File: config.mk
export PLATFORM = sky130hd
export DESIGN_NAME = bit_unstuff_order_decode_accumulate
export DESIGN_NICKNAME = d
export VERILOG_FILES = /design/src/buoda_pkg.sv /design/src/buoda_unstuff.sv /design/src/buoda_queue.sv /design/src/buoda_accum.sv /design/src/bit_unstuff_order_decode_accumulate.sv
export SDC_FILE = /design/constraint.sdc
export NUM_CORES = 2
export LEC_CHECK = 0
export BUFFER_PORTS_ARGS = -buffer_cell sky130_fd_sc_hd__buf_2
export CAP_MARGIN = 10
export CORE_MARGIN = 1
export CORE_UTILIZATION = 40
export CTS_CLUSTER_DIAMETER = 40
export DETAILED_ROUTE_END_ITERATION = 8
export RECOVER_POWER = 100
export SYNTH_ARGS = -nofsm -noshare
export SYNTH_HDL_FRONTEND = slang
export SYNTH_SLANG_ARGS = --single-unit
File: constraint.sdc
create_clock -name clk_i -period 18.35 [get_ports clk_i]
set_input_delay 5.505 -clock clk_i [delete_from_list [all_inputs] [get_ports clk_i]]
set_output_delay 5.505 -clock clk_i [all_outputs]
set_load 0.005 [all_outputs]
File: src/buoda_pkg.sv
// Shared types, constants and the unstuffing step for the order decoder.
package buoda_pkg;

  localparam int unsigned RawBits     = 64;
  localparam int unsigned ByteW       = 8;
  localparam int unsigned NumStages   = RawBits / ByteW;
  localparam int unsigned PayloadBits = 49;
  localparam int unsigned PosW        = 6;
  localparam int unsigned OnesW       = 3;
  localparam int unsigned RunLimit    = 5;
  localparam int unsigned SumW        = 63;
  localparam int unsigned AmountW     = 16;
  localparam int unsigned QDepth      = 4;
  localparam int unsigned QPtrW       = 2;
  localparam int unsigned QCntW       = 3;

  localparam logic [SumW-1:0] SumMax = {SumW{1'b1}};

  // Unstuffing state carried from stage to stage
  typedef struct packed {
    logic [PayloadBits-1:0] payload;
    logic [PosW-1:0]        pos;
    logic [OnesW-1:0]       ones;
    logic                   skip;
  } ustate_t;

  // One decoded order travelling from the front to the back
  typedef struct packed {
    logic        start;
    logic [7:0]  price;
    logic [7:0]  quantity;
    logic        is_sell;
    logic [31:0] stock_id;
  } order_t;

  localparam ustate_t UStateInit = '{payload: '0, pos: '0, ones: '0, skip: 1'b0};

  // Consume eight raw bits, LSB first
  function automatic ustate_t step_byte(ustate_t s, logic [ByteW-1:0] b);
    ustate_t r;
    r = s;
    for (int j = 0; j < ByteW; j++) begin
      if (r.pos != PosW'(PayloadBits)) begin
        if (r.skip) begin
          r.skip = 1'b0;
        end else if (b[j]) begin
          r.payload[r.pos] = 1'b1;
          r.pos = r.pos + PosW'(1);
          if (r.ones == OnesW'(RunLimit - 1)) begin
            r.ones = '0;
            r.skip = 1'b1;
          end else begin
            r.ones = r.ones + OnesW'(1);
          end
        end else begin
          r.ones = '0;
          r.pos  = r.pos + PosW'(1);
        end
      end
    end
    return r;
  endfunction

endpackage

File: src/buoda_unstuff.sv
// Front end: eight-stage unstuffing pipeline, one raw byte per stage.
module buoda_unstuff (
  input  logic                          clk_i,
  input  logic                          rst_ni,
  input  logic                          in_valid_i,
  output logic                          in_ready_o,
  input  logic [buoda_pkg::RawBits-1:0] raw_i,
  input  logic                          start_i,
  output logic                          out_valid_o,
  input  logic                          out_ready_i,
  output buoda_pkg::order_t             out_item_o
);

  logic                          adv;
  logic [buoda_pkg::NumStages-1:0] v_q;
  buoda_pkg::ustate_t            st_q    [buoda_pkg::NumStages];
  logic                          start_q [buoda_pkg::NumStages];
  logic [buoda_pkg::RawBits-1:0] raw_q   [buoda_pkg::NumStages-1];

  // Whole pipe moves together; it halts only when the last stage is blocked
  assign adv        = !v_q[buoda_pkg::NumStages-1] || out_ready_i;
  assign in_ready_o = adv;

  always_ff @(posedge clk_i or negedge rst_ni) begin
    if (!rst_ni) begin
      v_q <= '0;
    end else if (adv) begin
      v_q <= {v_q[buoda_pkg::NumStages-2:0], in_valid_i};
    end
  end

  always_ff @(posedge clk_i) begin
    if (adv) begin
      st_q[0]    <= buoda_pkg::step_byte(buoda_pkg::UStateInit, raw_i[buoda_pkg::ByteW-1:0]);
      start_q[0] <= start_i;
      raw_q[0]   <= raw_i;
    end
  end

  for (genvar k = 1; k < buoda_pkg::NumStages; k++) begin : g_stage
    always_ff @(posedge clk_i) begin
      if (adv) begin
        st_q[k]    <= buoda_pkg::step_byte(st_q[k-1],
                        raw_q[k-1][k*buoda_pkg::ByteW +: buoda_pkg::ByteW]);
        start_q[k] <= start_q[k-1];
      end
    end
    if (k < buoda_pkg::NumStages - 1) begin : g_raw
      always_ff @(posedge clk_i) begin
        if (adv) begin
          raw_q[k] <= raw_q[k-1];
        end
      end
    end
  end

  assign out_valid_o         = v_q[buoda_pkg::NumStages-1];
  assign out_item_o.start    = start_q[buoda_pkg::NumStages-1];
  assign out_item_o.stock_id = st_q[buoda_pkg::NumStages-1].payload[31:0];
  assign out_item_o.is_sell  = st_q[buoda_pkg::NumStages-1].payload[32];
  assign out_item_o.quantity = st_q[buoda_pkg::NumStages-1].payload[40:33];
  assign out_item_o.price    = st_q[buoda_pkg::NumStages-1].payload[48:41];

endmodule

File: src/buoda_queue.sv
// Short queue of decoded orders between the front and back ends.
module buoda_queue (
  input  logic              clk_i,
  input  logic              rst_ni,
  input  logic              push_valid_i,
  output logic              push_ready_o,
  input  buoda_pkg::order_t push_item_i,
  output logic              pop_valid_o,
  input  logic              pop_ready_i,
  output buoda_pkg::order_t pop_item_o
);

  buoda_pkg::order_t             mem_q [buoda_pkg::QDepth];
  logic [buoda_pkg::QPtrW-1:0]   wptr_q, rptr_q;
  logic [buoda_pkg::QCntW-1:0]   cnt_q;
  logic                          push, pop;

  assign push_ready_o = cnt_q != buoda_pkg::QCntW'(buoda_pkg::QDepth);
  assign pop_valid_o  = cnt_q != '0;
  assign push         = push_valid_i && push_ready_o;
  assign pop          = pop_valid_o && pop_ready_i;
  assign pop_item_o   = mem_q[rptr_q];

  always_ff @(posedge clk_i or negedge rst_ni) begin
    if (!rst_ni) begin
      wptr_q <= '0;
      rptr_q <= '0;
      cnt_q  <= '0;
    end else begin
      if (push) wptr_q <= wptr_q + buoda_pkg::QPtrW'(1);
      if (pop)  rptr_q <= rptr_q + buoda_pkg::QPtrW'(1);
      case ({push, pop})
        2'b10:   cnt_q <= cnt_q + buoda_pkg::QCntW'(1);
        2'b01:   cnt_q <= cnt_q - buoda_pkg::QCntW'(1);
        default: cnt_q <= cnt_q;
      endcase
    end
  end

  always_ff @(posedge clk_i) begin
    if (push) mem_q[wptr_q] <= push_item_i;
  end

endmodule

File: src/buoda_accum.sv
// Back end: multiply stage, then saturating accumulate into the output register.
module buoda_accum (
  input  logic                          clk_i,
  input  logic                          rst_ni,
  input  logic                          in_valid_i,
  output logic                          in_ready_o,
  input  buoda_pkg::order_t             in_item_i,
  output logic                          out_valid_o,
  input  logic                          out_ready_i,
  output buoda_pkg::order_t             out_item_o,
  output logic [buoda_pkg::AmountW-1:0] amount_o,
  output logic [buoda_pkg::SumW-1:0]    total_o
);

  logic                          adv;
  logic                          mv_q, ov_q;
  buoda_pkg::order_t             m_item_q, o_item_q;
  logic [buoda_pkg::AmountW-1:0] m_amt_q, o_amt_q;
  logic [buoda_pkg::SumW-1:0]    sum_q, o_sum_q, sum_d, base;
  logic [buoda_pkg::SumW:0]      wide;

  assign adv        = !ov_q || out_ready_i;
  assign in_ready_o = adv;

  // base never exceeds the max, so a carry out of 63 bits means overflow
  assign base  = m_item_q.start ? '0 : sum_q;
  assign wide  = {1'b0, base} + (buoda_pkg::SumW + 1)'(m_amt_q);
  assign sum_d = wide[buoda_pkg::SumW] ? buoda_pkg::SumMax : wide[buoda_pkg::SumW-1:0];

  always_ff @(posedge clk_i or negedge rst_ni) begin
    if (!rst_ni) begin
      mv_q  <= 1'b0;
      ov_q  <= 1'b0;
      sum_q <= '0;
    end else if (adv) begin
      mv_q <= in_valid_i;
      ov_q <= mv_q;
      if (mv_q) sum_q <= sum_d;
    end
  end

  always_ff @(posedge clk_i) begin
    if (adv) begin
      m_item_q <= in_item_i;
      m_amt_q  <= buoda_pkg::AmountW'(in_item_i.quantity) *
                  buoda_pkg::AmountW'(in_item_i.price);
      o_item_q <= m_item_q;
      o_amt_q  <= m_amt_q;
      o_sum_q  <= sum_d;
    end
  end

  assign out_valid_o = ov_q;
  assign out_item_o  = o_item_q;
  assign amount_o    = o_amt_q;
  assign total_o     = o_sum_q;

endmodule

File: src/bit_unstuff_order_decode_accumulate.sv
// Top level of the bit-unstuffing order decoder with running traded total.
// Each input word is a 64-bit bit-stuffed order, LSB first: after five ones
// in a row the next raw bit is dropped, until 49 payload bits are recovered
// (missing bits read as zero). The payload splits into stock id, side,
// quantity and price; amount = quantity * price is added to a 63-bit total
// that saturates at its maximum and restarts when tuser (start of book) is
// set on the word. The block takes one word per cycle when not stalled and
// returns one result word per input word, in order. Each word passes through
// eight unstuffing stages of eight raw bits each, the queue memory, a multiply
// stage and the accumulate/output register. The front and back stall
// independently through a four-entry queue.
module bit_unstuff_order_decode_accumulate (
  input  logic          clk_i,
  input  logic          rst_ni,
  input  logic          s_axis_tvalid_i,
  output logic          s_axis_tready_o,
  input  logic [63:0]   s_axis_tdata_i,   // raw_word[63:0]
  input  logic          s_axis_tuser_i,   // start_of_book
  output logic          m_axis_tvalid_o,
  input  logic          m_axis_tready_i,
  // [31:0] stock_id, [32] is_sell, [40:33] quantity, [48:41] price,
  // [64:49] amount, [127:65] total_traded
  output logic [127:0]  m_axis_tdata_o
);

  logic                          f_valid, f_ready;
  buoda_pkg::order_t             f_item;
  logic                          q_valid, q_ready;
  buoda_pkg::order_t             q_item;
  buoda_pkg::order_t             o_item;
  logic [buoda_pkg::AmountW-1:0] o_amount;
  logic [buoda_pkg::SumW-1:0]    o_total;

  // Front: unstuff and split fields
  buoda_unstuff u_front (
    .clk_i       (clk_i),
    .rst_ni      (rst_ni),
    .in_valid_i  (s_axis_tvalid_i),
    .in_ready_o  (s_axis_tready_o),
    .raw_i       (s_axis_tdata_i),
    .start_i     (s_axis_tuser_i),
    .out_valid_o (f_valid),
    .out_ready_i (f_ready),
    .out_item_o  (f_item)
  );

  buoda_queue u_queue (
    .clk_i        (clk_i),
    .rst_ni       (rst_ni),
    .push_valid_i (f_valid),
    .push_ready_o (f_ready),
    .push_item_i  (f_item),
    .pop_valid_o  (q_valid),
    .pop_ready_i  (q_ready),
    .pop_item_o   (q_item)
  );

  // Back: multiply and accumulate
  buoda_accum u_back (
    .clk_i       (clk_i),
    .rst_ni      (rst_ni),
    .in_valid_i  (q_valid),
    .in_ready_o  (q_ready),
    .in_item_i   (q_item),
    .out_valid_o (m_axis_tvalid_o),
    .out_ready_i (m_axis_tready_i),
    .out_item_o  (o_item),
    .amount_o    (o_amount),
    .total_o     (o_total)
  );

  assign m_axis_tdata_o = {o_total, o_amount, o_item.price, o_item.quantity,
                           o_item.is_sell, o_item.stock_id};

  // Total always includes this word's amount
  a_total_ge_amount: assert property (@(posedge clk_i) disable iff (!rst_ni)
    m_axis_tvalid_o |-> (o_total >= buoda_pkg::SumW'(o_amount)))
    else $error("total below amount");

  // Amount stays aligned with the fields it came from
  a_amount_match: assert property (@(posedge clk_i) disable iff (!rst_ni)
    m_axis_tvalid_o |-> (32'(o_amount) == 32'(o_item.quantity) * 32'(o_item.price)))
    else $error("amount misaligned with fields");

  // A decoded word blocked by a full queue is held, not dropped
  a_front_hold: assert property (@(posedge clk_i) disable iff (!rst_ni)
    (f_valid && !f_ready) |=> (f_valid && $stable(f_item)))
    else $error("front dropped a blocked word");

endmodule

==> out/results.ini <==
[clock_network]
cts.path.max_buffers = 3
htreeDepth = 4
post_cts_buffers = 0
cts_buffers = 180
cts_tree = built
cts.sinks = 1134
cts_hold_buf = 0
insertion_delay_ns = 0.86
clk_pin_slew_ns = 0.05
clockRootBuffer = clkbuf_16
cts_resized = 0

[route]
vias = 77000
wire_per_inst_um = 24.1
drt.antenna.violating_nets = 0
wl_mm = 285
drtIter0Drc = 9223
drc = 0
dr.pass1.iters = 8
viasPerCell = 6.52

[logic_synthesis]
synth_top_area_frac = 0.375
synth_edf_count = 1054
synth_cells = 8700
yosysWarnings = 0
ys_ff_latch = 1134
async_flop_share = 0.0705
seq_area_frac_synth = 0.399
synth-main-ff-cell = edfxtp_1
yosysMostFrequentCell = edfxtp_1
synth_area_leaders = edfxtp_1 38%, ha_1 4.3%, a221oi_1 3.9%
netlist-cell-type-count = 145
yosys.area.top_type = edfxtp_1
syn-cell-area_sq_um = 84300
synth_common_cells = 1,054 x edfxtp_1, 846 x nand2_1, 788 x nor2_1
syn_area_per_cell_sq_um = 9.69

[sta]
final_max_slew_viol_count = 1279
setup_viol = 0
relSlewSlack = -4.82
fin_crit_sh = 0.842
worst_slew_pin_slew_ns = 8.73
finalSetupTns_ns = 0
min_period_ns = 15.45
clock.fmax_mhz = 64.7
hold_viol = 0
rsz0062_at_grt = false
clock_skew_ns = 0.0947

[die]
die_height_um = 461
die-area_sq_um = 213000
die_w_um = 461
num_rows = 168
start_util = 0.402
io_pins = 199
core_area_sq_um = 210000

[grt]
antenna_found_initial = 10
use_met1 = 0.350
grt_max_degree = 185
met2_usage = 0.419
grt_overflow_total = 0
grt_pass1_wl_mm = 431
grt_use_met3 = 0.0329
grt-busiest-layer = met2
track_usage = 0.257
grt_pass1_vias = 72000

[setup_path]
cp-end-kind = register
start_kind = register
crit_slowest_cell = a31oi_1
cp_slowest_stage_delay_ns = 0.98
path_class = reg -> reg
cp.required_ns = 19.04
critPathLaunch = u_front.st_q[1][5]
cp_data_arrival_time_ns = 16.15
cp_max_fo = 22
crit-reg2reg-launch = u_front.st_q[1][5]

[job]
cap_violations = 18

[run_status]
status = finished, violations left
violations = max-capacitance violations, max-slew violations

[placed_design]
dp_hpwl_mm = 218
place.gp.congestion = 1.02
port_buffers = 198

[min_path]
hp-class = reg -> reg
min_from = u_front.raw_q[3][57]

[cells_and_area]
area_growth_pct = 11.4
fin_nets = 9248
drive_gt1_frac = 0.0807

-- through the flow --
stage | area (sq um) | hold slack [ns] | cells | utilization | worst slack, ns
after detailed placement | 88000 | 0.405 | 11500 | 0.420 | 4.64
final | 93900 | 0.342 | 11800 | 0.448 | 2.90
after CTS | 94400 | 0.349 | 11800 | 0.450 | 4.55
after global placement | 88000 | 0.401 | 11500 | 0.420 | 4.87
after global routing | 93900 | 0.359 | 11800 | 0.448 | 1.61
after floorplan | 84300 | 0.400 | 8709 | - | 4.57
-- sequential cells by signal, summed over array words and instances, names as in the netlist --
signal              flops
u_front.st_q          428
u_front.raw_q         224
u_queue.mem_q         200
u_back.sum_q           63
u_back.total_o         63
u_back.m_item_q        50
u_back.out_item_o      49
u_back.amount_o        16
u_back.m_amt_q         16
u_front.start_q         8
u_front.v_q             8
u_queue.cnt_q           3
u_queue.rptr_q          2
u_queue.wptr_q          2
u_back.mv_q             1
u_back.out_valid_o      1
-- cell families after synthesis --
family,count (synthesis),synth area share
AOI/OAI and AO/OA,2799,0.257
xor gates and xnor gates,376,0.0436
adders and majority gates,325,0.0516
buffers and inverters,730,0.0345
DFF,1134,0.399
muxes,187,0.0306
other,2,0.0000891
and+or+nand+nor,3147,0.184
-- worst paths after layout --
check                                       end  slack (ns)  cells past startpoint
setup / recovery            u_front.st_q[1][84]        2.90                     51
hold / removal             u_front.raw_q[4][57]        0.34                      0
setup reg to reg            u_front.st_q[1][84]        2.90                     51
hold reg to reg            u_front.raw_q[4][57]        0.34                      0
max in group asynchronous     u_queue.rptr_q[0]        9.00                      2
min in group asynchronous      u_back.sum_q[39]        4.84                      1
-- worst max-delay path, delay by kind of cell (launching register included) --
family / cells / cell delay, ns
and+or+nand+nor: 11 / 2.24
muxes: 1 / 0.39
buffers and inverters: 11 / 2.97
DFF: 1 / 0.64
adders and majority gates: 8 / 2.08
xor gates and xnor gates: 4 / 2.05
AOI/OAI and AO/OA: 16 / 4.93
-- cell type report --
type | count | area (sq um)
repair buffers | 250 | 1150
clock inverters | 139 | 1770
inverters | 443 | 1660
clock buffers | 198 | 4580
diodes | 3 | 7.51
multi-input cells | 6845 | 47600
fillers | 20000 | 116000
well taps | 2805 | 3510
flip-flops and latches | 1134 | 33700
-- per-layer routing --
layer,part of all wire,wire (um)
met1,0.43,122000
met2,0.46,132000
met4,0.035,9970
met3,0.073,20800
met5,0.000039,11
-- cells in the final DEF, fill, tap and decap left out, types with 109 or more instances in the layout --
cell type,netlist,routed
xnor2_1,253,257
clkbuf_1,153,151
a21oi_1,400,406
nor2_1,788,792
clkbuf_16,0,180
edfxtp_1,1054,1054
o21ai_0,347,374
a221o_1,313,313
and2_1,148,128
inv_1,419,427
nand3_1,296,296
ha_1,287,287
o221ai_1,365,369
nor3_1,289,291
nand2_1,846,846
and3_1,108,109
a221oi_1,378,378
a31oi_1,126,129
Power is not shown: default switching activity piles up to over one toggle a cycle in this logic, so the estimate is an artifact.
